[config.mk]
export PLATFORM = sky130hd
export DESIGN_NAME = scc_out_reg
export DESIGN_NICKNAME = d
export VERILOG_FILES = /design/src/hdl/scc_pkg.sv /design/src/hdl/scc_out_reg.sv
export SDC_FILE = /design/constraint.sdc
export NUM_CORES = 1
export LEC_CHECK = 0
export BUFFER_PORTS_ARGS = -buffer_cell sky130_fd_sc_hd__buf_2
export CAP_MARGIN = 20
export CORE_MARGIN = 5
export CORE_UTILIZATION = 40
export CTS_CLUSTER_SIZE = 30
export DETAILED_ROUTE_END_ITERATION = 8
export HOLD_SLACK_MARGIN = 0.02
export PLACE_DENSITY_LB_ADDON = 0.1
export SLEW_MARGIN = 20
export SYNTH_ARGS = -nofsm -noshare
export SYNTH_HDL_FRONTEND = slang
export SYNTH_SLANG_ARGS = --single-unit
[constraint.sdc]
create_clock -name i_clk -period 1.5 [get_ports i_clk]
set_input_delay 0.075 -clock i_clk [delete_from_list [all_inputs] [get_ports i_clk]]
set_output_delay 0.075 -clock i_clk [all_outputs]
set_load 0.01 [all_outputs]
[src/hdl/scc_pkg.sv]
// Shared types and codes for the strongly connected components block.
// Used by scc_out_reg and strongly_connected_components; no dependencies.
package scc_pkg;

    localparam int NODE_W  = 6;
    localparam int COUNT_W = 7;

    // Command codes
    localparam logic [1:0] OP_ADD = 2'd0;
    localparam logic [1:0] OP_RUN = 2'd1;
    localparam logic [1:0] OP_CLR = 2'd2;

    // Status codes
    localparam logic [1:0] ST_OK    = 2'd0;
    localparam logic [1:0] ST_FULL  = 2'd1;
    localparam logic [1:0] ST_RANGE = 2'd2;

    // Result kinds
    localparam logic KIND_ACK    = 1'b0;
    localparam logic KIND_MEMBER = 1'b1;

    typedef struct packed {
        logic [1:0]        opcode;
        logic [NODE_W-1:0] src_node;
        logic [NODE_W-1:0] dst_node;
    } t_in;

    typedef struct packed {
        logic              kind;
        logic [1:0]        status;
        logic [NODE_W-1:0] node;
        logic [NODE_W-1:0] component;
        logic              last_of_component;
        logic              last;
    } t_out;

endpackage

[src/hdl/scc_out_reg.sv]
// Output register for result transactions of the component search block.
// Depends on scc_pkg for the result struct.
module scc_out_reg
    import scc_pkg::*;
(
    input  logic i_clk,
    input  logic i_rst_n,
    input  logic i_load,
    input  t_out i_data,
    output logic o_ready,
    output logic o_valid,
    output t_out o_data,
    input  logic i_stall
);

    logic r_valid;
    t_out r_data;

    // Free when empty or when the held transaction leaves this cycle
    assign o_ready = !r_valid || !i_stall;
    assign o_valid = r_valid;
    assign o_data  = r_data;

    // Hold valid until taken
    always_ff @(posedge i_clk) begin
        if (!i_rst_n) begin
            r_valid <= 1'b0;
        end else if (i_load) begin
            r_valid <= 1'b1;
        end else if (!i_stall) begin
            r_valid <= 1'b0;
        end
    end

    // Capture payload on load only
    always_ff @(posedge i_clk) begin
        if (i_load) begin
            r_data <= i_data;
        end
    end

endmodule

# [After elaboration in Yosys (flattened, before gate mapping)]
# Cells that the tools add are included.
# W data, S select, Z words.
[op_classes] n_eq_ne=1 muxes=2 n_reduce_logical=3
[op_table] op="$logic_not A1 Y1" n=2
[op_table] op="$mux W1" n=2
[op_table] op="$ne A2 B2 Y1 const B" n=1
[op_table] op="$logic_or A1 B1 Y1" n=1
[totals] register_bits=18 in_bits=21 output_inout_bits=19 elab_cells=13

# [Longest topological paths before layout]
[logic_depth] depth_word=2 mapped_depth=2 depth_no_buf=2

# [Worst setup path before layout]
# OpenSTA, ideal clock, no wires.
[synth_timing] path_kind="register -> register" from="register, netlist name o_valid" to="register r_valid, in the netlist o_valid" setup_ns=0.115 arrival_ns=0.494 required_time_ns=1.385 setup_slack_ns=0.891 path_stages_with_launch=3 n_path_buf=0 period_less_slack_ns=0.609 path_cell_list="dfxtp_1 -> a21oi_1 -> nor2b_1"
[synth_rtl] item="to (signal assigned)" line="scc_out_reg.sv:27" text="r_valid <= 1'b0;"
[synth_rtl] item="to (signal assigned)" line="scc_out_reg.sv:29" text="r_valid <= 1'b1;"
[synth_rtl] item="to (signal assigned)" line="scc_out_reg.sv:31" text="r_valid <= 1'b0;"
[synth_rtl] item="to (decl)" line="scc_out_reg.sv:16" text="logic r_valid;"

# [Worst setup path after layout]
[layout_timing] from="register r_valid, in the netlist o_valid" to="output port o_ready"
[layout_between] elab_chain_len=2
[layout_lines] item="$logic_not A1 Y1" line="scc_out_reg.sv:20" text="assign o_ready = !r_valid || !i_stall;"
[layout_lines] item="$logic_or A1 B1 Y1" line="scc_out_reg.sv:20"
[layout_lines] item="to (decl)" line="scc_out_reg.sv:10" text="output logic o_ready,"
# No other way between the ends.

==> results.sh <==
export IMPL_synth_seq_cells=18
export IMPL_path_delay_family="flip-flops"
export IMPL_htreeDepth=1
export IMPL_drt_pass1_iterations=2
export IMPL_layout_drive_gt1_share_pct=51.22
export IMPL_critPathBufInv=1
export IMPL_path_cells="nand2_1 > buf_2"
export IMPL_cts_root_buffer="clkbuf_4"
export IMPL_r2r_start="o_valid"
export IMPL_setup_tns_ns=0
export IMPL_p_leak_uw=0.0004235
export IMPL_finalCriticalPeriod_ns=0.9000
export IMPL_grt_pass1_vias=393
export IMPL_worst_pin_slew_ns=0.3763
export IMPL_slew_headroom_pct=74.91
export IMPL_ys_warn_count=0
export IMPL_synth_xor_area_share_pct=0
export IMPL_yosys_area_share_simple_pct=1.835
export IMPL_clockBufferDepth=2
export IMPL_final_cell_mix="buf_2 (39), dlygate4sd3_1 (18), edfxtp_1 (17), clkbuf_4 (3)"
export IMPL_synth_cell_types=5
export IMPL_power_density_nw_per_um2=990.2
export IMPL_status="finished clean"
export IMPL_routed_via_density=4.155
export IMPL_gp_congestion=0.6069
export IMPL_grt_util_met1_pct=11.19
export IMPL_crit_type="reg2out"
export IMPL_diodes=0
export IMPL_skew_ns=0
export IMPL_insertion_delay_ns=0.27
export IMPL_wl_um=1203
export IMPL_wl_per_cell_um=12.40
export IMPL_critPathLaunchType="flip-flop"
export IMPL_reg2reg_slack_ns=0.89
export IMPL_period_share_pct=60.00
export IMPL_path_clk_slew_ns=0.09
export IMPL_rr_endpoint="o_valid"
export IMPL_vdd_drop_max_uv=824.6
export IMPL_die_area_um2=2202
export IMPL_synthAdderAreaFrac_pct=0
export IMPL_synth_compound_area_share_pct=0.9174
export IMPL_fin_nets=104
export IMPL_drc=0
export IMPL_drt_iter0_drc=1
export IMPL_arrival_ns=0.83
export IMPL_cts_tree="done"
export IMPL_fp_dieW_um=46.93
export IMPL_cap_violations=0
export IMPL_vias=403
export IMPL_grt_first_pass_wirelength_um=1731
export IMPL_slew_violations=0
export IMPL_cts_setup_buffers=0
export IMPL_row_count=13
export IMPL_max_stage_delay_ns=0.36
export IMPL_muxShareOfSynthArea_pct=0
export IMPL_crit_fanout=3
export IMPL_synth_fp_nets=42
export IMPL_max_freq_mhz=1111
export IMPL_setup_viol=0
export IMPL_syn_to_final_growth_pct=77.06
export IMPL_port_buffers=39
export IMPL_numCtsBuffers=3
export IMPL_holdCritPathClass="in2reg"
export IMPL_hold_depth=3
export IMPL_antenna_found_initial=0
export IMPL_use_met3_pct=4.215
export IMPL_syn_inst=21
export IMPL_cpMaxStageDelayCell="dfxtp_1"
export IMPL_ant_nets=0
export IMPL_ios=40
export IMPL_crit_required_ns=1.42
export IMPL_syn_area_per_cell_um2=25.98
export IMPL_grt_use_met2_pct=23.85
export IMPL_die_y_um=46.93
export IMPL_grt_max_degree=19
export IMPL_overflow=0
export IMPL_synthesis_area_um2=545.5
export IMPL_synth_top_family_by_area="simple AND/OR/NAND/NOR gates"
export IMPL_final_common_cell="buf_2"
export IMPL_clock_sinks=18
export IMPL_fin_util_pct=74.23
export IMPL_grt_most_used_layer="met2"
export IMPL_rsz0062_at_grt="no"
export IMPL_grt_util_all_layers_pct=11.73
export IMPL_final_hold_viol_count=0
export IMPL_cp_end_kind="output port"
export IMPL_min_to="o_valid"
export IMPL_start_util_pct=41.92
export IMPL_hold_start="i_stall"
export IMPL_ys_seq_area_share_pct=97.25
export IMPL_coreArea_um2=1301
export IMPL_r2r_cells=2
[layout make-up]
class / count / area (um2)
tap: 15 / 18.77
clock inverter: 1 / 3.754
timing repair buffer: 57 / 375.4
multi-input combinational: 3 / 15.01
sequential: 18 / 530.5
clock buffer: 3 / 22.52
fill: 99 / 335.3
[per-stage QoR]
step	instance area, um2	hold slack (ns)	cells	power (uW)	setup WS (ns)
after floorplan	545.5	0.1739	21	639.5	0.8911
after detailed placement	759.5	0.2531	75	709.4	0.7377
after CTS	965.9	0.06804	97	970.4	0.5840
after global placement	759.5	0.2516	75	706.3	0.7508
after global routing	965.9	0.06679	97	1006	0.5568
final	965.9	0.07738	97	956.4	0.6000
[synth_stat cells, drive strengths merged]
cell type   n  share of area, %
edfxtp     17                94
nand2       1              0.69
nor2b       1               1.1
a21oi       1              0.92
dfxtp       1               3.7
[repair_timing]
item	4_1_cts	5_1_grt
endpoints found under the hold margin	18	0
resized for setup	0	0
hold buffers	18	0
[how the worst max path moves through the flow]
stage | startpoint | endpoint | slack, ns | cells past startpoint
floorplan | o_valid | o_valid | 0.89 | 2
global placement | i_load | o_data[11] | 0.75 | 1
detailed placement | i_load | o_data[4] | 0.74 | 1
CTS | o_valid | o_ready | 0.58 | 2
global route | o_valid | o_ready | 0.56 | 2
finish | o_valid | o_ready | 0.60 | 2
[kinds of logic after synthesis]
logic type         count (synthesis)
DFF                               18
and+or+nand+nor                    2
AOI/OAI and AO/OA                  1
[flip-flops by register name, indices dropped and copies added, names as in the netlist]
| name | flops |
|---|---|
| o_valid | 1 |
| o_data | 17 |
[where the power goes]
part / internal, uW / switching, uW / total [uW]
Sequential: 592 / 9.01 / 601
Clock: 96.2 / 127 / 223
Combinational: 75.2 / 57.0 / 132
[routing by layer]
metal  up-vias  share of wire (%)
li1        204                  -
met1       177                 34
met2        22                 55
met3         0                 11
met4         0                  0
met5         -                  0
[worst reg2reg max path: cells and delay by family, from the launching register on]
family | cells | cell delay, ns
compound gates | 1 | 0.12
flops | 1 | 0.33
simple gates | 1 | 0.06
No activity file was read; power rests on OpenSTA's default activity.
